==> src/design/fsp_pkg.sv <==
// fsp_pkg: shared types and constants for the format specifier parser.
// Used by fsp_front, fsp_queue, fsp_back and format_specifier_parser.
package fsp_pkg;

  localparam int MAX_WIDTH_DEF = 509;
  localparam int IN_W          = 40;
  localparam int OUT_W         = 72;
  localparam int QDEPTH        = 2;
  localparam int QPTR_W        = $clog2(QDEPTH);
  localparam int QCNT_W        = $clog2(QDEPTH + 1);

  localparam logic [7:0]  CH_PCT       = 8'h25;
  localparam logic [7:0]  CH_X         = 8'h78;
  localparam logic [7:0]  BAD_CONV     = 8'hFF;
  localparam logic [7:0]  BCNT_MAX     = 8'hFF;
  localparam logic [31:0] PREC_MAX     = 32'h7FFF_FFFF;
  localparam logic [31:0] PREC_INT_DEF = 32'd1;
  localparam logic [31:0] PREC_FLT_DEF = 32'd6;
  localparam logic [31:0] PREC_HEX_DEF = 32'd13;
  localparam logic [31:0] PREC_PTR     = 32'd8;

  typedef enum logic [2:0] {
    PH_FIRST, PH_FLAGS, PH_STARW, PH_WDIG, PH_PSTART, PH_PDIG, PH_LEN, PH_CONV
  } ph_t;

  typedef enum logic [3:0] {
    LK_NORMAL, LK_CHAR, LK_SHORT, LK_LONG, LK_INTMAX,
    LK_SIZE, LK_PTRDIFF, LK_LLONG, LK_LDOUBLE, LK_WIDE
  } lk_t;

  typedef enum logic [1:0] {J_LEFT, J_RIGHT, J_ZERO} just_t;
  typedef enum logic [1:0] {SG_MINUS, SG_PLUS, SG_SPACE} sign_t;

  typedef enum logic [2:0] {
    FL_NONE, FL_MINUS, FL_PLUS, FL_SPACE, FL_HASH, FL_ZERO, FL_STAR
  } flag_t;

  typedef enum logic [3:0] {
    CV_BAD, CV_INT, CV_FFIX, CV_AHEX, CV_GEN, CV_EXP, CV_PTR, CV_CHR, CV_STR, CV_CNT
  } conv_t;

  typedef struct packed {
    logic       is_digit;
    logic [3:0] dval;
    flag_t      flag;
    logic       is_dot;
    logic       is_pct;
    logic       len_ok;
    lk_t        len;
    conv_t      conv;
  } cls_t;

  typedef struct packed {
    logic [7:0]  ch;
    logic [31:0] arg;
    cls_t        cls;
  } item_t;

  typedef struct packed {
    ph_t         ph;
    just_t       just;
    sign_t       sign;
    logic        pgiven;
    logic        alt;
    lk_t         len;
    logic [31:0] prec;
    logic [7:0]  bcnt;
    logic [1:0]  acnt;
  } pst_t;

  typedef struct packed {
    just_t              just;
    sign_t              sign;
    logic               pgiven;
    logic               alt;
    lk_t                len;
    logic [7:0]         conv;
    logic [8:0]         width;
    logic signed [31:0] prec;
    logic [7:0]         bytes;
    logic [1:0]         args;
  } res_t;

  typedef struct packed {
    logic [QCNT_W-1:0] count;
    logic              full;
    logic              empty;
  } q_stat_t;

  typedef struct packed {
    logic pop;
    logic fire;
    ph_t  ph;
  } bk_stat_t;

endpackage

==> src/design/fsp_front.sv <==
// fsp_front: accepts input bytes and classifies them for the parse engine.
// Depends on fsp_pkg; writes classified items into fsp_queue.
module fsp_front (
  input  logic                       in_tvalid,
  output logic                       in_tready,
  input  logic [fsp_pkg::IN_W-1:0]   in_tdata,
  input  fsp_pkg::q_stat_t           q_stat,
  output logic                       push,
  output fsp_pkg::item_t             item
);

  logic [7:0]    ch;
  fsp_pkg::cls_t c;

  assign ch        = in_tdata[7:0];
  assign in_tready = !q_stat.full;
  assign push      = in_tvalid && in_tready;

  always_comb begin
    c.is_digit = (ch inside {["0":"9"]});
    c.dval     = 4'(ch - "0");
    c.is_dot   = (ch == ".");
    c.is_pct   = (ch == fsp_pkg::CH_PCT);

    case (ch) inside
      "-":     c.flag = fsp_pkg::FL_MINUS;
      "+":     c.flag = fsp_pkg::FL_PLUS;
      " ":     c.flag = fsp_pkg::FL_SPACE;
      "#":     c.flag = fsp_pkg::FL_HASH;
      "0":     c.flag = fsp_pkg::FL_ZERO;
      "*":     c.flag = fsp_pkg::FL_STAR;
      default: c.flag = fsp_pkg::FL_NONE;
    endcase

    c.len_ok = 1'b1;
    case (ch) inside
      "h":     c.len = fsp_pkg::LK_SHORT;
      "l":     c.len = fsp_pkg::LK_LONG;
      "L":     c.len = fsp_pkg::LK_LDOUBLE;
      "j":     c.len = fsp_pkg::LK_INTMAX;
      "z":     c.len = fsp_pkg::LK_SIZE;
      "t":     c.len = fsp_pkg::LK_PTRDIFF;
      default: begin
        c.len    = fsp_pkg::LK_NORMAL;
        c.len_ok = 1'b0;
      end
    endcase

    case (ch) inside
      "d", "i", "o", "u", "x", "X": c.conv = fsp_pkg::CV_INT;
      "f", "F":                     c.conv = fsp_pkg::CV_FFIX;
      "a", "A":                     c.conv = fsp_pkg::CV_AHEX;
      "g", "G":                     c.conv = fsp_pkg::CV_GEN;
      "e", "E":                     c.conv = fsp_pkg::CV_EXP;
      "p":                          c.conv = fsp_pkg::CV_PTR;
      "c":                          c.conv = fsp_pkg::CV_CHR;
      "s":                          c.conv = fsp_pkg::CV_STR;
      "n":                          c.conv = fsp_pkg::CV_CNT;
      default:                      c.conv = fsp_pkg::CV_BAD;
    endcase
  end

  assign item.ch  = ch;
  assign item.arg = in_tdata[39:8];
  assign item.cls = c;

endmodule

==> src/design/fsp_queue.sv <==
// fsp_queue: short FIFO of classified items between front and back.
// Depends on fsp_pkg.
module fsp_queue (
  input  logic             clk,
  input  logic             rst_n,
  input  logic             push,
  input  fsp_pkg::item_t   push_item,
  input  logic             pop,
  output fsp_pkg::item_t   head,
  output fsp_pkg::q_stat_t q_stat
);

  fsp_pkg::item_t                   mem [fsp_pkg::QDEPTH];
  logic [fsp_pkg::QPTR_W-1:0]       wr_ptr_r, rd_ptr_r;
  logic [fsp_pkg::QCNT_W-1:0]       count_r, count_nxt;
  logic                             do_pop;

  assign do_pop = pop && (count_r != '0);

  always_comb begin
    count_nxt = count_r;
    if (push && !do_pop) begin
      count_nxt = count_r + 1'b1;
    end else if (do_pop && !push) begin
      count_nxt = count_r - 1'b1;
    end
  end

  always_ff @(posedge clk) begin
    if (!rst_n) begin
      wr_ptr_r <= '0;
      rd_ptr_r <= '0;
      count_r  <= '0;
    end else begin
      count_r <= count_nxt;
      if (push) begin
        wr_ptr_r <= wr_ptr_r + 1'b1;
      end
      if (do_pop) begin
        rd_ptr_r <= rd_ptr_r + 1'b1;
      end
    end
  end

  always_ff @(posedge clk) begin
    if (push) begin
      mem[wr_ptr_r] <= push_item;
    end
  end

  assign head         = mem[rd_ptr_r];
  assign q_stat.count = count_r;
  assign q_stat.full  = (count_r == fsp_pkg::QCNT_W'(fsp_pkg::QDEPTH));
  assign q_stat.empty = (count_r == '0);

endmodule

==> src/design/fsp_back.sv <==
// fsp_back: specifier parse engine with result register; one queued byte per cycle unless a result stalls.
// Depends on fsp_pkg; reads items from fsp_queue.
module fsp_back #(
  parameter int MAX_WIDTH = fsp_pkg::MAX_WIDTH_DEF
) (
  input  logic                      clk,
  input  logic                      rst_n,
  input  fsp_pkg::item_t            head,
  input  fsp_pkg::q_stat_t          q_stat,
  output fsp_pkg::bk_stat_t         bk_stat,
  output logic                      out_tvalid,
  input  logic                      out_tready,
  output fsp_pkg::res_t             res
);

  localparam int WW        = $clog2(MAX_WIDTH + 2);
  localparam int WDW       = WW + 4;
  localparam int WIDTH_SAT = MAX_WIDTH + 1;

  fsp_pkg::pst_t   st_r, st_upd, st_nxt, st_clr;
  logic [WW-1:0]   width_r, width_upd, width_nxt;
  fsp_pkg::res_t   res_r, res_nxt;
  logic            out_valid_r;

  fsp_pkg::cls_t   c;
  logic            fire, pop, out_free;
  logic            do_fl, do_aw, do_tl, do_cv, float_bad;
  logic [7:0]      code;
  logic [WDW-1:0]  wd;
  logic [WW-1:0]   wdig_sat, star_sat;
  logic [31:0]     mag;
  logic [35:0]     pd;
  logic [31:0]     pdig_sat;

  assign c = head.cls;

  always_comb begin
    st_clr        = '0;
    st_clr.ph     = fsp_pkg::PH_FIRST;
    st_clr.just   = fsp_pkg::J_RIGHT;
    st_clr.sign   = fsp_pkg::SG_MINUS;
    st_clr.len    = fsp_pkg::LK_NORMAL;
    st_clr.bcnt   = 8'd1;
  end

  // width and precision digit accumulation, star magnitude and float length check
  always_comb begin
    wd       = WDW'(width_r) * WDW'(10) + WDW'(c.dval);
    wdig_sat = (wd > WDW'(WIDTH_SAT)) ? WW'(WIDTH_SAT) : WW'(wd);
    mag      = head.arg[31] ? (32'd0 - head.arg) : head.arg;
    star_sat = (mag > 32'(WIDTH_SAT)) ? WW'(WIDTH_SAT) : WW'(mag);
    pd       = {4'd0, st_r.prec} * 36'd10 + 36'(c.dval);
    pdig_sat = (pd > 36'(fsp_pkg::PREC_MAX)) ? fsp_pkg::PREC_MAX : pd[31:0];
    float_bad = st_r.len inside {fsp_pkg::LK_SHORT, fsp_pkg::LK_INTMAX, fsp_pkg::LK_SIZE,
                                 fsp_pkg::LK_PTRDIFF, fsp_pkg::LK_LLONG, fsp_pkg::LK_CHAR};
  end

  always_comb begin
    st_upd    = st_r;
    width_upd = width_r;
    fire      = 1'b0;
    code      = head.ch;
    do_fl     = 1'b0;
    do_aw     = 1'b0;
    do_tl     = 1'b0;
    do_cv     = 1'b0;
    st_upd.bcnt = (st_r.bcnt == fsp_pkg::BCNT_MAX) ? st_r.bcnt : st_r.bcnt + 8'd1;

    case (st_r.ph)
      fsp_pkg::PH_FIRST: begin
        if (c.is_pct) begin
          fire = 1'b1;
          code = fsp_pkg::CH_PCT;
        end else begin
          do_fl = 1'b1;
        end
      end
      fsp_pkg::PH_FLAGS: do_fl = 1'b1;
      fsp_pkg::PH_STARW: do_aw = 1'b1;
      fsp_pkg::PH_WDIG: begin
        if (c.is_digit) begin
          width_upd = wdig_sat;
        end else begin
          do_aw = 1'b1;
        end
      end
      fsp_pkg::PH_PSTART: begin
        if (c.flag == fsp_pkg::FL_STAR) begin
          st_upd.acnt = st_r.acnt + 2'd1;
          st_upd.prec = head.arg;
          if (head.arg[31]) begin
            st_upd.pgiven = 1'b0;
          end
          st_upd.ph = fsp_pkg::PH_LEN;
        end else if (c.is_digit) begin
          st_upd.prec = pdig_sat;
          st_upd.ph   = fsp_pkg::PH_PDIG;
        end else begin
          do_tl = 1'b1;
        end
      end
      fsp_pkg::PH_PDIG: begin
        if (c.is_digit) begin
          st_upd.prec = pdig_sat;
        end else begin
          do_tl = 1'b1;
        end
      end
      fsp_pkg::PH_LEN: do_tl = 1'b1;
      default: begin
        if (st_r.len == fsp_pkg::LK_SHORT && c.len_ok && c.len == fsp_pkg::LK_SHORT) begin
          st_upd.len = fsp_pkg::LK_CHAR;
        end else if (st_r.len == fsp_pkg::LK_LONG && c.len_ok &&
                     c.len == fsp_pkg::LK_LONG) begin
          st_upd.len = fsp_pkg::LK_LLONG;
        end else begin
          do_cv = 1'b1;
        end
      end
    endcase

    if (do_fl) begin
      case (c.flag)
        fsp_pkg::FL_MINUS: st_upd.just = fsp_pkg::J_LEFT;
        fsp_pkg::FL_PLUS:  st_upd.sign = fsp_pkg::SG_PLUS;
        fsp_pkg::FL_SPACE: begin
          if (st_r.sign != fsp_pkg::SG_PLUS) begin
            st_upd.sign = fsp_pkg::SG_SPACE;
          end
        end
        fsp_pkg::FL_HASH:  st_upd.alt = 1'b1;
        fsp_pkg::FL_ZERO: begin
          if (st_r.just != fsp_pkg::J_LEFT) begin
            st_upd.just = fsp_pkg::J_ZERO;
          end
        end
        fsp_pkg::FL_STAR: begin
          st_upd.acnt = st_r.acnt + 2'd1;
          if (head.arg[31]) begin
            st_upd.just = fsp_pkg::J_LEFT;
          end
          width_upd = star_sat;
          st_upd.ph = fsp_pkg::PH_STARW;
        end
        default: begin
          if (c.is_digit) begin
            width_upd = wdig_sat;
            st_upd.ph = fsp_pkg::PH_WDIG;
          end else begin
            do_aw = 1'b1;
          end
        end
      endcase
      if (st_upd.ph == fsp_pkg::PH_FIRST && !do_aw) begin
        st_upd.ph = fsp_pkg::PH_FLAGS;
      end
    end

    if (do_aw) begin
      if (32'(width_r) > 32'(MAX_WIDTH)) begin
        fire = 1'b1;
        code = fsp_pkg::BAD_CONV;
      end else if (c.is_dot) begin
        st_upd.pgiven = 1'b1;
        st_upd.ph     = fsp_pkg::PH_PSTART;
      end else begin
        do_tl = 1'b1;
      end
    end

    if (do_tl) begin
      if (c.len_ok) begin
        st_upd.len = c.len;
        st_upd.ph  = fsp_pkg::PH_CONV;
      end else begin
        do_cv = 1'b1;
      end
    end

    if (do_cv) begin
      fire = 1'b1;
      case (c.conv)
        fsp_pkg::CV_INT: begin
          if (st_r.len == fsp_pkg::LK_LDOUBLE) begin
            code = fsp_pkg::BAD_CONV;
          end else if (!st_r.pgiven) begin
            st_upd.prec = fsp_pkg::PREC_INT_DEF;
          end else if (st_r.just == fsp_pkg::J_ZERO) begin
            st_upd.just = fsp_pkg::J_RIGHT;
          end
        end
        fsp_pkg::CV_FFIX: begin
          if (st_r.len inside {fsp_pkg::LK_SHORT, [fsp_pkg::LK_INTMAX:fsp_pkg::LK_LLONG]}) begin
            code = fsp_pkg::BAD_CONV;
          end else if (!st_r.pgiven) begin
            st_upd.prec = fsp_pkg::PREC_FLT_DEF;
          end
        end
        fsp_pkg::CV_AHEX: begin
          if (!st_r.pgiven) begin
            st_upd.prec = fsp_pkg::PREC_HEX_DEF;
          end
          if (float_bad) begin
            code = fsp_pkg::BAD_CONV;
          end
        end
        fsp_pkg::CV_GEN, fsp_pkg::CV_EXP: begin
          if (c.conv == fsp_pkg::CV_GEN && st_r.prec == 32'd0) begin
            st_upd.prec = 32'd1;
          end
          if (float_bad) begin
            code = fsp_pkg::BAD_CONV;
          end else if (!st_r.pgiven) begin
            st_upd.prec = fsp_pkg::PREC_FLT_DEF;
          end
        end
        fsp_pkg::CV_PTR: begin
          code        = fsp_pkg::CH_X;
          st_upd.alt  = 1'b1;
          st_upd.len  = fsp_pkg::LK_LONG;
          st_upd.prec = fsp_pkg::PREC_PTR;
        end
        fsp_pkg::CV_CHR: begin
          if (st_r.len == fsp_pkg::LK_LONG) begin
            st_upd.len = fsp_pkg::LK_WIDE;
          end else if (st_r.pgiven || st_r.len != fsp_pkg::LK_NORMAL) begin
            code = fsp_pkg::BAD_CONV;
          end
        end
        fsp_pkg::CV_STR: begin
          if (st_r.len == fsp_pkg::LK_LONG) begin
            st_upd.len = fsp_pkg::LK_WIDE;
          end else if (st_r.len != fsp_pkg::LK_NORMAL) begin
            code = fsp_pkg::BAD_CONV;
          end
        end
        fsp_pkg::CV_CNT: begin
          if (st_r.len == fsp_pkg::LK_LDOUBLE) begin
            code = fsp_pkg::BAD_CONV;
          end
        end
        default: code = fsp_pkg::BAD_CONV;
      endcase
    end

    res_nxt.just   = st_upd.just;
    res_nxt.sign   = st_upd.sign;
    res_nxt.pgiven = st_upd.pgiven;
    res_nxt.alt    = st_upd.alt;
    res_nxt.len    = st_upd.len;
    res_nxt.conv   = code;
    res_nxt.width  = (32'(width_upd) > 32'd511) ? 9'd511 : 9'(width_upd);
    res_nxt.prec   = st_upd.prec;
    res_nxt.bytes  = st_upd.bcnt;
    res_nxt.args   = st_upd.acnt;

    st_nxt    = fire ? st_clr : st_upd;
    width_nxt = fire ? '0 : width_upd;
  end

  assign out_free = !out_valid_r || out_tready;
  assign pop      = !q_stat.empty && (!fire || out_free);

  always_ff @(posedge clk) begin
    if (!rst_n) begin
      st_r        <= st_clr;
      width_r     <= '0;
      out_valid_r <= 1'b0;
    end else begin
      if (pop) begin
        st_r    <= st_nxt;
        width_r <= width_nxt;
      end
      if (out_free) begin
        out_valid_r <= pop && fire;
      end
    end
  end

  always_ff @(posedge clk) begin
    if (out_free && pop && fire) begin
      res_r <= res_nxt;
    end
  end

  assign out_tvalid   = out_valid_r;
  assign res          = res_r;
  assign bk_stat.pop  = pop;
  assign bk_stat.fire = fire;
  assign bk_stat.ph   = st_r.ph;

endmodule

==> src/design/format_specifier_parser.sv <==
// format_specifier_parser: printf conversion specifier decoder, one byte per transfer.
// out_tvalid is registered: the byte that ends a specifier is queued, then popped by the parse engine.
// Throughput: 1 byte per cycle while no result waits on out_tready.
// A 2-entry queue lets input transfers continue while a result waits on out_tready.
// Reset: rst_n synchronous, active low; clears parse state, queue and out_tvalid.
// Depends on fsp_pkg, fsp_front, fsp_queue, fsp_back.
module format_specifier_parser #(
  parameter int MAX_WIDTH = fsp_pkg::MAX_WIDTH_DEF
) (
  input  logic                       clk,
  input  logic                       rst_n,
  input  logic                       in_tvalid,
  output logic                       in_tready,
  input  logic [fsp_pkg::IN_W-1:0]   in_tdata,   // char_in[7:0], arg_value[39:8]
  output logic                       out_tvalid,
  input  logic                       out_tready,
  output logic [fsp_pkg::OUT_W-1:0]  out_tdata   // justify_mode[1:0], sign_mode[3:2],
                                                 // precision_given[4], alt_form[5],
                                                 // length_kind[9:6], conv_code[17:10],
                                                 // width_out[26:18], precision_out[58:27],
                                                 // bytes_used[66:59], args_used[68:67]
);

  fsp_pkg::q_stat_t  q_stat;
  fsp_pkg::bk_stat_t bk_stat;
  fsp_pkg::item_t    push_item, head;
  fsp_pkg::res_t     res;
  logic              push;

  fsp_front u_front (
    .in_tvalid (in_tvalid),
    .in_tready (in_tready),
    .in_tdata  (in_tdata),
    .q_stat    (q_stat),
    .push      (push),
    .item      (push_item)
  );

  fsp_queue u_queue (
    .clk       (clk),
    .rst_n     (rst_n),
    .push      (push),
    .push_item (push_item),
    .pop       (bk_stat.pop),
    .head      (head),
    .q_stat    (q_stat)
  );

  fsp_back #(
    .MAX_WIDTH (MAX_WIDTH)
  ) u_back (
    .clk        (clk),
    .rst_n      (rst_n),
    .head       (head),
    .q_stat     (q_stat),
    .bk_stat    (bk_stat),
    .out_tvalid (out_tvalid),
    .out_tready (out_tready),
    .res        (res)
  );

  assign out_tdata = {3'b000, res.args, res.bytes, res.prec, res.width, res.conv,
                      4'(res.len), res.alt, res.pgiven, 2'(res.sign), 2'(res.just)};

`ifndef SYNTH
  a_clear_after_result: assert property (@(posedge clk) disable iff (!rst_n)
    bk_stat.pop && bk_stat.fire |=> bk_stat.ph == fsp_pkg::PH_FIRST)
    else $error("parse state not cleared after result");

  a_queue_fill: assert property (@(posedge clk) disable iff (!rst_n)
    push && !bk_stat.pop |=> q_stat.count == $past(q_stat.count) + 1'b1)
    else $error("queue count did not follow push");

  a_result_counts: assert property (@(posedge clk) disable iff (!rst_n)
    out_tvalid |-> res.bytes >= 8'd2 && res.args != 2'd3)
    else $error("result byte or argument count out of range");
`endif

endmodule

==> config.mk <==
export PLATFORM = sky130hd
export DESIGN_NAME = format_specifier_parser
export DESIGN_NICKNAME = d
export VERILOG_FILES = /design/src/design/fsp_pkg.sv /design/src/design/fsp_front.sv /design/src/design/fsp_queue.sv /design/src/design/fsp_back.sv /design/src/design/format_specifier_parser.sv
export SDC_FILE = /design/constraint.sdc
export NUM_CORES = 1
export LEC_CHECK = 0
export ABC_CLOCK_PERIOD_IN_PS = 18300
export BUFFER_PORTS_ARGS = -buffer_cell sky130_fd_sc_hd__clkbuf_2
export CORE_ASPECT_RATIO = 0.5
export CORE_MARGIN = 2
export CORE_UTILIZATION = 47
export DETAILED_ROUTE_END_ITERATION = 7
export GPL_TIMING_DRIVEN = 0
export PLACE_DENSITY = 0.71
export SYNTH_ARGS = -nofsm -noshare
export SYNTH_HDL_FRONTEND = slang
export SYNTH_SLANG_ARGS = --single-unit
==> constraint.sdc <==
create_clock -name clk -period 18.3 [get_ports clk]
set_input_delay 2.745 -clock clk [delete_from_list [all_inputs] [get_ports clk]]
set_output_delay 2.745 -clock clk [all_outputs]
set_load 0.01 [all_outputs]
==> results.md, run 1 <==
* P per Cell Area at 126 mW/mm²
* Number of synthesized flops with an enable pin at 179
* Worst slew pin tran at 1170 ps
* Predominant post-synthesis flop cell: edfxtp_1
* Critical path launch point type: flip-flop
* Site Rows at 48
* Mapped Avg Cell Area at 9.25 µm²
* Status: finished, final reports clean
* Critical-path cell list: buf_6 > buf_12 > buf_12 > buf_6 > buf_6 > buf_2 > buf_2 > buf_1 > mux2_2 > ha_1 > a21o_1 > a21oi_1 > nor3_1 > and3_1 > a2111oi_2 > o211ai_2 > nor3_2 > buf_2 > a21oi_1
* First-pass GRT wire length at 79700 µm
* Initial DRC count at 2109
* Vias in the first global route at 13700
* Sink Count at 249
* Synth area leader: edfxtp_1
* # nets final at 2072
* Yosys cell types at 95
* Final setup fails at 0
* Part of the cycle the worst path needs at 37.5%
* Fin. Hold Viols at 0
* CP Max Fanout at 10
* Pleak at 0.00698 µW
* Clock root buffer: clkbuf_16
* Sequential area share after synthesis at 40.8%
* Final Max Tran Viols at 0
* Asr flop ratio synth at 0%
* Final wirelength at 52700 µm
* Die area at 0.0369 mm²
* Post-DRT Antenna Nets at 0
* Largest net degree at the start of global routing at 33
* Reg2reg path depth at 19
* Post-CTS Repair Setup Buffers at 0
* CP Depth at 19
* Die Y at 137 µm
* Top cells by area, synth: edfxtp_1, dfxtp_1, ha_1
* Worst Path Class, Setup: flip-flop to flip-flop
* Wire per inst at 21.6 µm
* Total global routing track utilization at 27.8%
* ANT cells at 0
* CP required at 18570 ps
* Post-route DRC at 0
* Num ports at 118
* Clock slew at reported path FFs at 60 ps
* H-tree Lvls at 1
* Post-Synthesis Cells at 1793
* Core box area at 0.0347 mm²
* Fmax achieved at 146 MHz
* TNS Setup at 0 ps
* Maxcap violations at 0
* Critical Path Max Stage Delay at 670 ps
* Final min period at 6870 ps
* Peak supply drop at 71.6 µV
* Most frequent cell after synthesis: nand2_1
* Crit. End Element: flip-flop
* Hold path cells at 2
* TritonCTS clock tree: done
* Total CTS buffers at 26
* Cell Area, Synth at 0.0166 mm²
* Grt ovf at 0
* Cts repair resizes at 0
* Worst path slowest cell: nor3_2
* Share of cells above drive strength 1 at 12.4%
* Hold Crit Class: flip-flop to flip-flop
* Port Buffers at 114
* CP bufs+invs at 9
* R2R setup slack at 11430 ps
* CP top delay family: buffers and inverters
* Die Wd at 270 µm
* Routed via count at 15200
* Hold_ws at 488 ps
* Most frequent cells after synthesis: nand2_1, edfxtp_1, a21oi_1, nor2_1, o21ai_0
* Worst skew pair latency at 550 ps
* DR pass1 iterations at 6
* Yosys reg bits at 249
* Post-DR vias/cell at 6.24
* Synth-to-layout area growth at 12.5%
* Hpwl dp at 40400 µm
* CTS Hold Bufs at 0
* Share of the synthesized area in the top cell type at 32.4%
* Max Buffers Root-to-Sink at 3
* YS warnings at 0
* RSZ-0062 raised after global routing: false
* GPL Wtd Cong at 1.01
* CP arrival at 7130 ps
* Starting Density at 47.9%
* Clock Skews at 22.5 ps
* Initial antenna violation count at 1
* Slew margin rel. at 19.7%
[worst paths after layout]
kind	start	end
min	u_back.st_r[8]	u_back.st_r[8]
max reg2reg	flip-flop	u_back.res[37]
max	flip-flop	u_back.res[37]
min reg2reg	u_back.st_r[8]	u_back.st_r[8]
[cell type report]
type,instances,area [µm²]
Fill cell,3141,16000
Multi-Input combinational cell,1435,9330
Sequential cell,249,6780
Clock buffer,37,723
Timing Repair Buffer,118,651
Tap cell,475,594
Buffer,90,433
Clock inverter,11,86.3
Inverter,21,78.8
[worst reg2reg max path, delay by kind of cell (launching register included)]
family	cells	cell delay, ps
AO/OA/AOI/OAI	5	1680
multiplexers	1	530
adder cells (fa/ha/maj)	1	320
buffers and inverters	9	2460
AND/OR/NAND/NOR	3	1280
flip-flops	1	330
[logic make-up after synthesis]
logic type | Yosys count | synth area share, %
fa+ha+maj | 87 | 6.74
compound gates | 527 | 20.2
mux | 72 | 5.07
buf+inv | 111 | 3.08
flops | 249 | 40.8
xor+xnor | 79 | 4.17
other cells | 1 | 0.0226
simple gates | 667 | 19.9
[cells in the final DEF, fill, tap and decap left out, types with 59 or more instances in the layout]
master and instances:
nand2_1 201, edfxtp_1 179, a21oi_1 173, nor2_1 145, o21ai_0 123, clkbuf_2 115, ha_1 83, clkbuf_1 71
dfxtp_1 70, nand3_1 59
[where the power goes]
part | switching [µW] | internal (µW) | leakage, µW
Clock | 230 | 279 | 0.000390
Sequential | 60.8 | 766 | 0.00228
Combinational | 691 | 326 | 0.00431
Total | 982 | 1370 | 0.00698
[per-stage QoR]
| stage | utilization (%) | setup slack (ps) | total power (µW) | cells | cell area, µm² |
|---|---|---|---|---|---|
| 4_1_cts | 53.9 | 11600 | 2330 | 2436 | 18700 |
| 5_1_grt | 53.9 | 11200 | 2450 | 2436 | 18700 |
| 3_5_place_dp | 51.5 | 11630 | 1820 | 2388 | 17900 |
| 2_1_floorplan | - | 10740 | 1470 | 1795 | 16600 |
| 3_3_place_gp | 51.3 | 8080 | 1810 | 2384 | 17800 |
| 6_report | 53.9 | 11430 | 2350 | 2436 | 18700 |
[metal layers]
layer | global-route usage (%) | routed length, µm
met5 | 0 | 0
met2 | 41.6 | 22100
met1 | 41.0 | 23500
met4 | 6.17 | 1260
met3 | 6.00 | 5870
[flip-flops by register name, indices dropped and copies added (netlist names), named ones only]
signal	count
u_queue.mem	110
u_back.width_r	9
u_back.out_tvalid	1
u_queue.wr_ptr_r	1
u_back.bk_stat	3
u_back.res	69
u_queue.count_r	2
u_back.st_r	52
u_queue.rd_ptr_r	1
(Power assumes the default switching activity.)
==> inputs of run 2 (changes only) <==
Settings changed: ABC_AREA set to 1, ABC_CLOCK_PERIOD_IN_PS 18300 to 5950, PLACE_DENSITY 0.71 to 0.73.
Clock period 18.3 ns to 5.95 ns, I/O delays scaled along.
==> run 2 against run 1 <==
Against the previous run: synthesized cell count up 39%; highest routed layer unchanged; design area up 6.2%; core utilization decreased by 0.78 points; largest cell class unchanged; critical path type unchanged; first-iteration DRC count fell by 28%; worst hold slack worse by 23 ps; wire length up 0.53%; sequential share of layout area decreased by 2.1 points; critical endpoint is now u_back.res[28]; sequential power rose to 3.2 times the previous value.
==> results.md, run 2 <==
* Adder-cell share of the synthesized area at 6.29%
* Num ports at 118
* Post-DR vias/cell at 5.39
* Hold_ws at 465 ps
* Post-Synthesis Cells at 2499
* Die area at 0.0395 mm²
* Most frequent cells after synthesis: nand2_1, inv_1, nor2_1, edfxtp_1, nand3_1
* Core box area at 0.0373 mm²
* Predominant post-synthesis flop cell: edfxtp_1
* TritonCTS clock tree: done
* Reg with most FFs: u_queue.mem
* Port Buffers at 114
* Crit. End Element: flip-flop
* Final wirelength at 53000 µm
* Most used cell, CP: nand2_1
* Share of cells above drive strength 1 at 11.0%
* Cell Area, Synth at 0.0178 mm²
* Die Y at 141 µm
* Commonest non-fill, non-tap cell in the layout: nand2_1
* Yosys cell types at 61
* Routed via count at 17000
* Critical Path Max Stage Delay at 440 ps
* Power after layout at 8080 µW
* Status: finished, final reports clean
* ANT cells at 0
* Post-DRT Antenna Nets at 0
* Part of the cycle the worst path needs at 88.8%
* Fin. Hold Viols at 0
* Die Wd at 279 µm
* CP required at 6210 ps
* Clock slew at reported path FFs at 60 ps
* TNS Setup at 0 ps
* Worst Path Class, Setup: flip-flop to flip-flop
* Reg2reg path depth at 28
* Worst slew pin tran at 1220 ps
* Synth Area in Compound Gates at 10.8%
* RSZ-0062 raised after global routing: false
* YS warnings at 0
* Post-route DRC at 0
* P per Cell Area at 408 mW/mm²
* Fmax achieved at 189 MHz
* Hold Crit Class: flip-flop to flip-flop
* CP arrival at 5550 ps
* Starting Density at 47.6%
* DR pass1 iterations at 5
* GPL Wtd Cong at 0.993
* Top cells by area, synth: edfxtp_1, nand2_1, dfxtp_1
* Simple-Gate Fraction of Synth Area at 32.6%
* Total global routing track utilization at 26.6%
* Clock Skews at 22.5 ps
* Initial DRC count at 1517
* Crit path to: u_back.res[28]
* Wire per inst at 16.8 µm
* Sink Count at 249
* Sequential area share after synthesis at 38.1%
* FF-to-FF End: u_back.res[28]
* Peak supply drop at 290 µV
* Post-Synth XOR/XNOR Area at 2.37%
* Post-CTS Repair Setup Buffers at 0
* Commonest non-fill, non-tap cells in the layout: nand2_1, inv_1, nor2_1
* Slew margin rel. at 17.8%
* Worst path slowest cell: clkbuf_1
* Asr flop ratio synth at 0%
* R2R setup slack at 660 ps
* Maxcap violations at 0
* Hpwl dp at 41900 µm
* Most frequent cell after synthesis: nand2_1
* Initial antenna violation count at 0
* Grt ovf at 0
* Max Buffers Root-to-Sink at 3
* Mux share of post-synthesis cell area at 0.169%
* Final setup fails at 0
* Largest net degree at the start of global routing at 71
* Final min period at 5290 ps
* Worst skew pair latency at 550 ps
* First-pass GRT wire length at 83100 µm
* Site Rows at 50
* # nets final at 2774
* Number of synthesized flops with an enable pin at 179
* Synth area leader: edfxtp_1
* Critical path launch point type: flip-flop
* Max reg flops at 110
* Largest family of logic cells by synthesized area: simple AND/OR/NAND/NOR gates
* CP Max Fanout at 10
* Share of the synthesized area in the top cell type at 30.2%
* Pleak at 0.00919 µW
* Total CTS buffers at 25
* Yosys reg bits at 249
* Vias in the first global route at 15600
* Clock root buffer: clkbuf_16
* Hold path cells at 2
* Synth-to-layout area growth at 11.6%
* Mapped Avg Cell Area at 7.11 µm²
* H-tree Lvls at 1
* Final Max Tran Viols at 0
-- run 2: how the worst min path moves through the flow --
| stage | start | to | slack, ps |
|---|---|---|---|
| after floorplan | u_queue.rd_ptr_r | flip-flop | 430 |
| after global placement | u_queue.rd_ptr_r | u_queue.rd_ptr_r | 440 |
| after detailed placement | u_back.st_r[46] | u_back.st_r[46] | 460 |
| after CTS | u_back.st_r[46] | u_back.st_r[46] | 470 |
| after global routing | u_queue.rd_ptr_r | flip-flop | 490 |
| final | u_back.st_r[46] | u_back.st_r[46] | 460 |
-- run 2: logic make-up after synthesis --
kind of cell / Yosys count
and+or+nand+nor: 1341
buffers and inverters: 429
AOI/OAI and AO/OA: 341
DFF: 249
adders and majority gates: 87
xor gates and xnor gates: 48
muxes: 3
other: 1
-- run 2: worst max-delay path, delay by kind of cell (launching register included) --
family	cells	cell delay (ps)
DFF	1	380
buffers and inverters	5	1030
and+or+nand+nor	18	2570
AOI/OAI and AO/OA	3	490
adders and majority gates	2	520
-- run 2: per-stage QoR --
stage / utilization [%] / cell area (µm²) / instances / setup WS [ps]
floorplan: - / 17800 / 2501 / 1950
global placement: 50.8 / 19000 / 3109 / 384
detailed placement: 50.9 / 19000 / 3111 / 360
CTS: 53.1 / 19800 / 3156 / 330
global route: 53.1 / 19800 / 3155 / 365
finish: 53.1 / 19800 / 3155 / 664
-- run 2: report_power, final --
part | internal [µW] | total (µW) | switching [µW] | leakage [µW]
combinational | 1120 | 3850 | 2730 | 0.00653
clock | 925 | 1600 | 674 | 0.000392
sequential | 2430 | 2640 | 208 | 0.00226
total | 4470 | 8080 | 3610 | 0.00919
-- run 2: what timing repair did --
action,4_1_cts,5_1_grt
hold endpoints to repair,0,0
gates resized for setup,0,0
hold buffers,0,0
setup endpoints to repair,0,4
-- run 2: area by class of cell --
class                   count  area [µm²]
repair buffers            116         611
plain buffers              62         329
multi-input cells        1823        9310
inverters                 366        1380
clock inverters             7        85.1
clock buffers              38         726
flip-flops and latches    249        6780
fillers                  3618       17500
well taps                 494         618
-- run 2: layer usage --
layer,global-route usage (%),vias to the layer above,wire [µm]
met5,0,-,0
met4,6.71,0,1320
met3,4.68,90,4530
met2,42.7,661,23200
met1,37.3,7815,23900
li1,-,8454,-
